**src/rtl/tdlm_pkg.sv**
```systemverilog
// Shared types, register indexes and helper functions for the tanh drive lowpass mix block.
// Used by tdlm_ctrl, tdlm_datapath and tanh_drive_lowpass_mix_core; no dependencies.
package tdlm_pkg;

    localparam int CFG_IDX_W = 3;

    localparam logic [CFG_IDX_W-1:0] CFG_ENABLE = 3'd0;
    localparam logic [CFG_IDX_W-1:0] CFG_DRIVE  = 3'd1;
    localparam logic [CFG_IDX_W-1:0] CFG_TRIM   = 3'd2;
    localparam logic [CFG_IDX_W-1:0] CFG_MIX    = 3'd3;
    localparam logic [CFG_IDX_W-1:0] CFG_B0     = 3'd4;
    localparam logic [CFG_IDX_W-1:0] CFG_A1     = 3'd5;
    localparam logic [CFG_IDX_W-1:0] CFG_A2     = 3'd6;

    localparam logic [22:0] DRIVE_MIN = 23'd65536;
    localparam logic [16:0] TRIM_MIN  = 17'd22938;
    localparam logic [16:0] TRIM_MAX  = 17'd65536;
    localparam logic [15:0] MIX_MAX   = 16'd52429;

    typedef struct packed {
        logic               enable;
        logic [22:0]        drive;
        logic [16:0]        trim;
        logic [15:0]        mix;
        logic signed [31:0] b0;
        logic signed [31:0] a1;
        logic signed [31:0] a2;
    } cfg_t;

    typedef enum logic [3:0] {
        OP_NONE,
        OP_LOAD,
        OP_DRIVE,
        OP_LOOKUP,
        OP_INTERP,
        OP_TRIM,
        OP_B0,
        OP_A1,
        OP_A2,
        OP_MIX
    } dp_op_t;

    typedef struct packed {
        dp_op_t op;
        logic   load_out;
    } dp_cmd_t;

    typedef struct packed {
        logic bypass;
    } dp_stat_t;

    function automatic logic signed [63:0] clamp64(input logic signed [63:0] x,
                                                   input logic signed [63:0] lo,
                                                   input logic signed [63:0] hi);
        return (x < lo) ? lo : ((x > hi) ? hi : x);
    endfunction

    // Long division for elaboration-time table construction only.
    function automatic logic [63:0] udiv(input logic [63:0] num, input logic [63:0] den);
        logic [63:0] q;
        logic [63:0] r;
        q = '0;
        r = '0;
        for (int i = 63; i >= 0; i--) begin
            r = {r[62:0], num[i]};
            if (r >= den) begin
                r = r - den;
                q[i] = 1'b1;
            end
        end
        return q;
    endfunction

    // tanh(4k/depth) in Q.30: exp(-u) by series, squared four times, then (1-e)/(1+e).
    function automatic logic [30:0] tanh_entry(input int unsigned k, input int unsigned depth);
        logic [63:0]        u;
        logic [63:0]        term;
        logic [63:0]        e;
        logic [63:0]        num;
        logic [63:0]        den;
        logic signed [63:0] acc;
        u    = udiv(64'(k) << 30, 64'(depth));
        term = 64'd1 << 31;
        acc  = signed'(term);
        for (int n = 1; n <= 14; n++) begin
            term = udiv(term * u, 64'(n) << 31);
            if ((n & 1) == 1) begin
                acc = acc - signed'(term);
            end else begin
                acc = acc + signed'(term);
            end
        end
        e = (acc < 0) ? 64'd0 : unsigned'(acc);
        for (int s = 0; s < 4; s++) begin
            e = (e * e + (64'd1 << 30)) >> 31;
        end
        if (e > (64'd1 << 31)) begin
            e = 64'd1 << 31;
        end
        num = ((64'd1 << 31) - e) << 30;
        den = (64'd1 << 31) + e;
        return 31'(udiv(num + (den >> 1), den));
    endfunction

endpackage

```
**src/rtl/tdlm_ctrl.sv**
```systemverilog
// Sequencer for the tanh drive lowpass mix block: steps the datapath through one item.
// Depends on tdlm_pkg for the command and status types.
module tdlm_ctrl import tdlm_pkg::*; (
    input  logic     aclk,
    input  logic     aresetn,
    input  logic     in_valid,
    output logic     in_ready,
    output logic     out_valid,
    input  logic     out_ready,
    input  dp_stat_t stat,
    output dp_cmd_t  cmd
);

    typedef enum logic [9:0] {
        ST_IDLE   = 10'b0000000001,
        ST_DRIVE  = 10'b0000000010,
        ST_LOOKUP = 10'b0000000100,
        ST_INTERP = 10'b0000001000,
        ST_TRIM   = 10'b0000010000,
        ST_B0     = 10'b0000100000,
        ST_A1     = 10'b0001000000,
        ST_A2     = 10'b0010000000,
        ST_MIX    = 10'b0100000000,
        ST_DONE   = 10'b1000000000
    } state_t;

    state_t state_reg, state_next;
    logic   out_valid_reg, out_valid_next;
    logic   out_free;

    assign out_free  = !out_valid_reg || out_ready;
    assign in_ready  = (state_reg == ST_IDLE);
    assign out_valid = out_valid_reg;

    always_comb begin
        state_next   = state_reg;
        cmd.op       = OP_NONE;
        cmd.load_out = 1'b0;
        unique case (state_reg)
            ST_IDLE: begin
                if (in_valid) begin
                    cmd.op     = OP_LOAD;
                    state_next = ST_DRIVE;
                end
            end
            ST_DRIVE: begin
                cmd.op     = OP_DRIVE;
                state_next = stat.bypass ? ST_DONE : ST_LOOKUP;
            end
            ST_LOOKUP: begin
                cmd.op     = OP_LOOKUP;
                state_next = ST_INTERP;
            end
            ST_INTERP: begin
                cmd.op     = OP_INTERP;
                state_next = ST_TRIM;
            end
            ST_TRIM: begin
                cmd.op     = OP_TRIM;
                state_next = ST_B0;
            end
            ST_B0: begin
                cmd.op     = OP_B0;
                state_next = ST_A1;
            end
            ST_A1: begin
                cmd.op     = OP_A1;
                state_next = ST_A2;
            end
            ST_A2: begin
                cmd.op     = OP_A2;
                state_next = ST_MIX;
            end
            ST_MIX: begin
                cmd.op     = OP_MIX;
                state_next = ST_DONE;
            end
            ST_DONE: begin
                if (out_free) begin
                    cmd.load_out = 1'b1;
                    state_next   = ST_IDLE;
                end
            end
            default: begin
                state_next = ST_IDLE;
            end
        endcase
    end

    always_comb begin
        out_valid_next = out_valid_reg;
        if (cmd.load_out) begin
            out_valid_next = 1'b1;
        end else if (out_ready) begin
            out_valid_next = 1'b0;
        end
    end

    always_ff @(posedge aclk) begin
        if (!aresetn) begin
            state_reg     <= ST_IDLE;
            out_valid_reg <= 1'b0;
        end else begin
            state_reg     <= state_next;
            out_valid_reg <= out_valid_next;
        end
    end

endmodule

```
**config.mk**
```make
export PLATFORM = sky130hd
export DESIGN_NAME = tdlm_ctrl
export DESIGN_NICKNAME = d
export VERILOG_FILES = /design/src/rtl/tdlm_pkg.sv /design/src/rtl/tdlm_ctrl.sv
export SDC_FILE = /design/constraint.sdc
export NUM_CORES = 1
export LEC_CHECK = 0
export ABC_AREA = 1
export BUFFER_PORTS_ARGS = -buffer_cell sky130_fd_sc_hd__buf_2
export CAP_MARGIN = 20
export CORE_AREA = 2 2 39 41
export DETAILED_ROUTE_END_ITERATION = 10
export DIE_AREA = 0 0 41 43
export GPL_ROUTABILITY_DRIVEN = 0
export PLACE_DENSITY = 0.82
export SYNTH_ARGS = -nofsm -noshare
export SYNTH_HDL_FRONTEND = slang
export SYNTH_SLANG_ARGS = --single-unit
```
**constraint.sdc**
```tcl
create_clock -name aclk -period 2.58 [get_ports aclk]
set_input_delay 0.129 -clock aclk [delete_from_list [all_inputs] [get_ports aclk]]
set_output_delay 0.129 -clock aclk [all_outputs]
set_load 0.01 [all_outputs]
```
# --- Yosys cells after proc, flatten, opt, wreduce, memory -nomap -nowiden ---
# Cells that the tools add are included.
word_totals:
  register_bits: 11
  wordCells: 28
  out_inout_bits: 7
  inputBits: 5
classes:
  reduce_logical: 4
  eq_ne: 12
  muxes: 10
op_table:
  columns: ["operator", "count"]
  rows:
  - ["10-bit one-hot mux with 10 select lines", 1]
  - ["4-bit one-hot mux with 9 select lines", 1]
  - ["10-bit 2-to-1 mux", 3]
  - ["10-bit by 1-bit equality test with 1-bit output, second input constant", 1]
  - ["10-bit equality test, second input constant", 1]
  - ["10-bit by 2-bit equality test with 1-bit output, second input constant", 1]
  - ["10-bit by 3-bit equality test with 1-bit output, second input constant", 1]
  - ["10-bit by 4-bit equality test with 1-bit output, second input constant", 1]
  - ["10-bit by 5-bit equality test with 1-bit output, second input constant", 1]
  - ["10-bit by 6-bit equality test with 1-bit output, second input constant", 1]
  - ["10-bit by 7-bit equality test with 1-bit output, second input constant", 1]
  - ["10-bit by 8-bit equality test with 1-bit output, second input constant", 1]
  - ["10-bit by 9-bit equality test with 1-bit output, second input constant", 1]
  - ["1-bit 2-to-1 mux", 5]
  - ["2-bit inequality test, second input constant", 2]
  - ["2-bit AND reduction", 1]
  - ["2-bit nonzero test", 1]
  - ["1-bit zero test", 1]
  - ["1-bit logical OR", 1]

# --- Logic depth before layout (Yosys ltp) ---
# Gate-level depths: netlist of the first run.
depth:
  depth_word: 5
  depth_mapped: 8
  depth_no_buf: 8

# --- Worst setup path after synthesis of the first run ---
# OpenSTA, ideal clock, no wires.
synth_path:
  path_type: "flip-flop to output port"
  from: "register state_reg[4]"
  to: "output cmd[1] in the netlist's numbering"
  arrival_ps: 1012
  path_slack_ps: 1439
  n_path_buf: 0
  stages_incl_launch_ff: 8
  t_required_ps: 2451
  cell_sequence: "dfxtp_1 nor2_2 nand2_4 nor2_2 nand2_1 inv_1 nand2_1 nand4_1"
synth_lines:
  columns: ["item", "line", "source"]
  rows:
  - ["start: declaration", "tdlm_ctrl.sv:27", "state_t state_reg, state_next;"]
  - ["start signal: assignment", "tdlm_ctrl.sv:104", "state_reg <= state_next;"]
  - ["end: declaration", "tdlm_ctrl.sv:11", "output dp_cmd_t cmd"]

==> metrics.txt, run 1 <==
Synth area leader dfxtp_1; YS warnings 0; max FFs per register 10; ys flop type dfxtp_1; largest net degree at the start of global routing 7; Data required, critical path between 2 and 2.5 ns; row count 14; DP Wirelength around 1100 um; fin nets 126; top cells by count, synth inv_1 (22), nor2_1 (21), nand2_1 (18), dfxtp_1 (11), nand3_1 (9); TNS Setup 0 ns; final setup fails 0; worst min path class input port to register; Worst setup EP type output port; CP bufs+invs 2; CP max-delay cell dfxtp_1; detailed-route DRC error count 0; register bit total from synthesis 11; Crit Path Category register to output port; clock slew seen by the registers of the worst setup and hold paths 0.07 ns; Final ANT Viol Nets 0; Via density 4.882; Via Count 664; total grt overflow 0; Area contributors post-synth dfxtp_1 (33%), inv_1 (12%), nor2_1 (12%); Leak 0.4731 nW; CTS Buf Count 3; Layout Area Growth over Synthesis 14.04%; Final Hold Fails 0; H-tree depth 1; fmax 643.4 MHz; first-pass detailed-route iteration total 4; die height 43 um; first-pass GRT wire length 2401 um; Starting Density 0.4828; period utilization 0.6025; Post-synth EDFFs 0; CTS Root Cell clkbuf_4; vias in the first global route roughly 620; Yosys top cell area share 0.3296; CP startpoint kind register; final number of max-transition violations 0; CP cell instances nor2_2 -> nand2_4 -> nor2_2 -> nand2_1 -> inv_1 -> nand2_1 -> nand4_1 -> buf_2; final design utilization 0.5506; Critical Path AT around 1.4 ns; flop-to-flop setup slack 1.36 ns; Post-CTS Resized 0; Post-Syn Area about 670 um^2; Worst-Skew Late Latency 0.28 ns; post-synthesis cell count around 110; RSZ-0062 raised after global routing no; Levels on crit path 8; area of the core 0.001384 mm^2; Least-Margin Pin Slew ~0.21 ns; Hold Path Cell Cnt 2; Avg Synthesized Cell Area 6.303 um^2; Die ar. 0.001763 mm^2; syn_nets 111; TritonCTS Sinks 11; CTS Hold Bufs 0; Netlist cell types 17; WL per Instance 10.23 um; most common cell in the netlist inv_1; clock skew 0.003767 ns; antenna violations before repair 0; Max-slew headroom 0.8585; Peak supply drop 0.2956 mV; Synth async-reset ratio 0; Clock Path Buffers 2; layout cells sized above 1 0.2417; critical path's top delay family simple AND/OR/NAND/NOR gates; Max FO, Critical Path 3; status finished clean; Top Ports 12; FF-to-FF path depth 7; WL final 1391 um; power per cell area 527.1 mW/mm^2; Crit path largest cell delay 0.33 ns; sequential cell area fraction in the yosys report 0.3296; I/O Buffers 11; Setup Fix Bufs, Post-CTS 0; Max-cap violations 0; Tot GR Track Use 0.1978; CTS tree built; Die W 41 um; fin crit period 1.554 ns; Iter 0 DRT Violations 22; # diodes 0
==> path summary, 6_finish.rpt <==
check | start | end
setup / recovery | state_reg[4] | cmd[1]
hold / removal | stat | state_reg[2]
setup reg to reg | state_reg[8] | state_reg[9]
hold reg to reg | out_valid | out_valid
==> cells in the final DEF (no fill, tap or decap), drive strengths merged <==
cell	n
nand3b	3
nand4	3
buf	11
dfxtp	11
nand3	10
nor3	3
inv	25
clkbuf	4
nor2	27
o21ai	2
nand2	21
==> kinds of logic after synthesis <==
kind of cell / count (synthesis) / synth area share
AO/OA/AOI/OAI: 2 / 0.01498
buffers and inverters: 26 / 0.1517
flip-flops: 11 / 0.3296
AND/OR/NAND/NOR: 67 / 0.5037
==> routing by layer <==
metal	vias up	share of wire	track usage	routed length [um]
met5	-	0	0	0
met4	0	0.029	0.1200	41
met3	5	0.042	0.01571	58
met2	17	0.51	0.3094	713
met1	299	0.42	0.2492	578
li1	343	-	-	-
==> stage by stage <==
step / cells / hold WS, ns / power, mW / cell area (um^2) / worst slack, ns
2_1_floorplan: 106 / 0.2083 / 0.2552 / 668.1 / 1.439
3_3_place_gp: 132 / 0.3103 / 0.2784 / 735.7 / 1.345
3_5_place_dp: 132 / 0.3176 / 0.2801 / 735.7 / 1.327
4_1_cts: 136 / 0.02993 / 0.4011 / 762.0 / 1.018
5_1_grt: 136 / 0.04031 / 0.4213 / 762.0 / 0.8890
6_report: 136 / 0.02700 / 0.4016 / 762.0 / 1.026
==> report_power, final <==
| part | internal, mW | switching (mW) |
|---|---|---|
| Combinational | 0.0334 | 0.0621 |
| Sequential | 0.177 | 0.00545 |
| Clock | 0.0601 | 0.0639 |
==> worst reg2reg max path, cell delays in order (launching register included) <==
cell,delay [ns]
dfxtp_1,0.33
inv_1,0.07
nand2_1,0.10
nor2_2,0.17
nand3_1,0.15
o21ai_0,0.19
o21ai_0,0.11
inv_1,0.05
==> final cells by class <==
type	count	area (um^2)
clock buffers	4	26.28
fillers	146	621.8
inverters	25	93.84
multi-input cells	69	346.6
flip-flops and latches	11	220.2
well taps	16	20.02
repair buffers	11	55.05
Power figures use the tool's default switching activity.
==> inputs of run 2 (changes only) <==
CORE_AREA = 2 2 41 43   (was 2 2 39 41)
DIE_AREA = 0 0 43 45   (was 0 0 41 43)
PLACE_DENSITY = 0.78   (was 0.82)
clock period = 1.2 ns   (was 2.58 ns; I/O delays follow)
==> metrics.txt, run 2 (synthesized netlist as in run 1, its figures left out) <==
Die ar. 0.001935 mm^2; H-tree depth 1; Non-Filler Instances ~140; clock slew seen by the registers of the worst setup and hold paths about 0.070 ns; die height 45 um; Worst Slack Setup Final -0.2433 ns; Placed Cells incl. Taps 132; WL final approximately 1800 um; largest net degree at the start of global routing 7; Final ANT Viol Nets 0; Worst-Skew Late Latency ~0.27 ns; WL per Instance 13.00 um; Max-cap violations 0; commonest cells after routing, fill and taps aside inv_1 (16), nor2_1 (13), buf_2 (11), nand2_1 (10), nor2_4 (9); layout cells sized above 1 0.5440; Top Ports 12; # diodes 0; Max-slew headroom 0.7673; final instance area roughly 950 um^2; Clock Path Buffers 2; status complete, but fails checks; multi-input logic area roughly 460 um^2; Crit Path Category register to output port; I/O Buffers 11; RSZ-0062 raised after global routing yes; clock skew 0.001326 ns; combinational power share 0.335; period utilization 1.203; Iter 0 DRT Violations 27; Leak about 0.56 nW; DP Wirelength 1188 um; Final Hold Fails 0; Tot GR Track Use 0.1858; max FFs per register 10; Crit path largest cell delay ~0.37 ns; Peak supply drop 0.7252 mV; CP max-delay cell dfxtp_4; Max FO, Critical Path 4; Die W around 43 um; Via density 5.270; Data required, critical path 1.14 ns; sw power 343.5 uW; row count 14; area post-placement 735.7 um^2; vias in the first global route 686; final setup fails 13; final number of max-transition violations 0; critical path's top delay family simple AND/OR/NAND/NOR gates; Sw Ratio 0.3478; commonest non-fill, non-tap cell in the layout inv_1; failing checks setup timing; CP startpoint kind register; CP cell instances nor2_4 -> nand2_4 -> nor2_4 -> nand2_2 -> inv_2 -> nand2_2 -> nand4_1 -> buf_2; internal power 644.0 uW; Layout Area Growth over Synthesis 42.51%; worst min path class input port to register; Via Count 743; TritonCTS Sinks 11; first-pass detailed-route iteration total 4; clock share of power 0.267; layout filler cell count around 140; antenna violations before repair 0; CTS Buf Count 3; CP bufs+invs 2; fin nets approximately 130; Storage cell area 237.7 um^2; CTS Root Cell clkbuf_4; power per cell area 1037 mW/mm^2; first-pass GRT wire length 2718 um; fmax a little under 700 MHz; sequential power share 0.398; Least-Margin Pin Slew ~0.35 ns; fin crit period 1.443 ns; hold slack final ~0.044 ns; Starting Density 0.4541; CTS tree built; area of the core 0.001471 mm^2; total grt overflow 0; Critical Path AT 1.38 ns; detailed-route DRC error count 0; Worst setup EP type output port
## run 2: changes by cell type in the layout (fill, tap and decap cells not counted), moves of 3 or more
cell / previous run / this run
inv_2: 3 / 6
inv_1: 22 / 16
nor2_4: 2 / 9
nand2_2: 2 / 8
inv_4: 0 / 3
nor2_1: 21 / 13
dfxtp_1: 11 / 1
nand2_1: 18 / 10
dfxtp_2: 0 / 8
## run 2: routing by layer
metal  up-vias  GRT usage  routed length (um)
li1        357          -                   -
met1       337     0.2252                 646
met2        39     0.3242                 975
met3        10    0.02800                 128
met4         0    0.09091                  82
met5         -          0                   0
## run 2: final cells by class
type,count,area share
Clock buffer,4,0.02760
Inverter,25,0.1064
Multi-Input combinational cell,69,0.4875
Sequential cell,11,0.2497
Tap cell,16,0.02102
Timing Repair Buffer,16,0.1078
## run 2: power by group through the flow
stage / logic (mW) / clock network, mW / registers, mW
after CTS: 0.270 / 0.257 / 0.395
after global routing: 0.357 / 0.274 / 0.397
after global placement: 0.202 / 0 / 0.399
after detailed placement: 0.204 / 0 / 0.400
after floorplan: 0.151 / 0 / 0.397
final: 0.331 / 0.264 / 0.393
## run 2: worst paths after layout
kind,start,slack (ns),to,cells past startpoint
worst max register to register,state_reg[7],-0.09,state_reg[3],9
worst max-delay path,state_reg[7],-0.24,cmd[1],8
worst min register to register,state_reg[0],0.60,state_reg[2],3
worst min-delay path,in_valid,0.04,state_reg[1],3
## run 2: what timing repair did
action,in CTS,in global routing
hold buffers,1,0
gates resized for setup,20,33
hold endpoints to repair,1,0
setup endpoints to repair,8,13
buffers inserted,5,1
pin swaps,8,8
## run 2: through the flow
step | total power [mW] | util | worst slack (ns) | TNS, ns
floorplan | 0.5486 | - | 0.1228 | 0
global placement | 0.6005 | 0.5000 | 0.02146 | 0
detailed placement | 0.6035 | 0.5000 | 0.005730 | 0
CTS | 0.9216 | 0.5876 | -0.1961 | -0.8822
global route | 1.028 | 0.6471 | -0.3216 | -2.280
finish | 0.9874 | 0.6471 | -0.2433 | -1.428
## run 2: tightest hold or removal path, stage by stage
cell     delay [ns]
buf_2          0.11
nand2_2        0.07
nor2_1         0.04
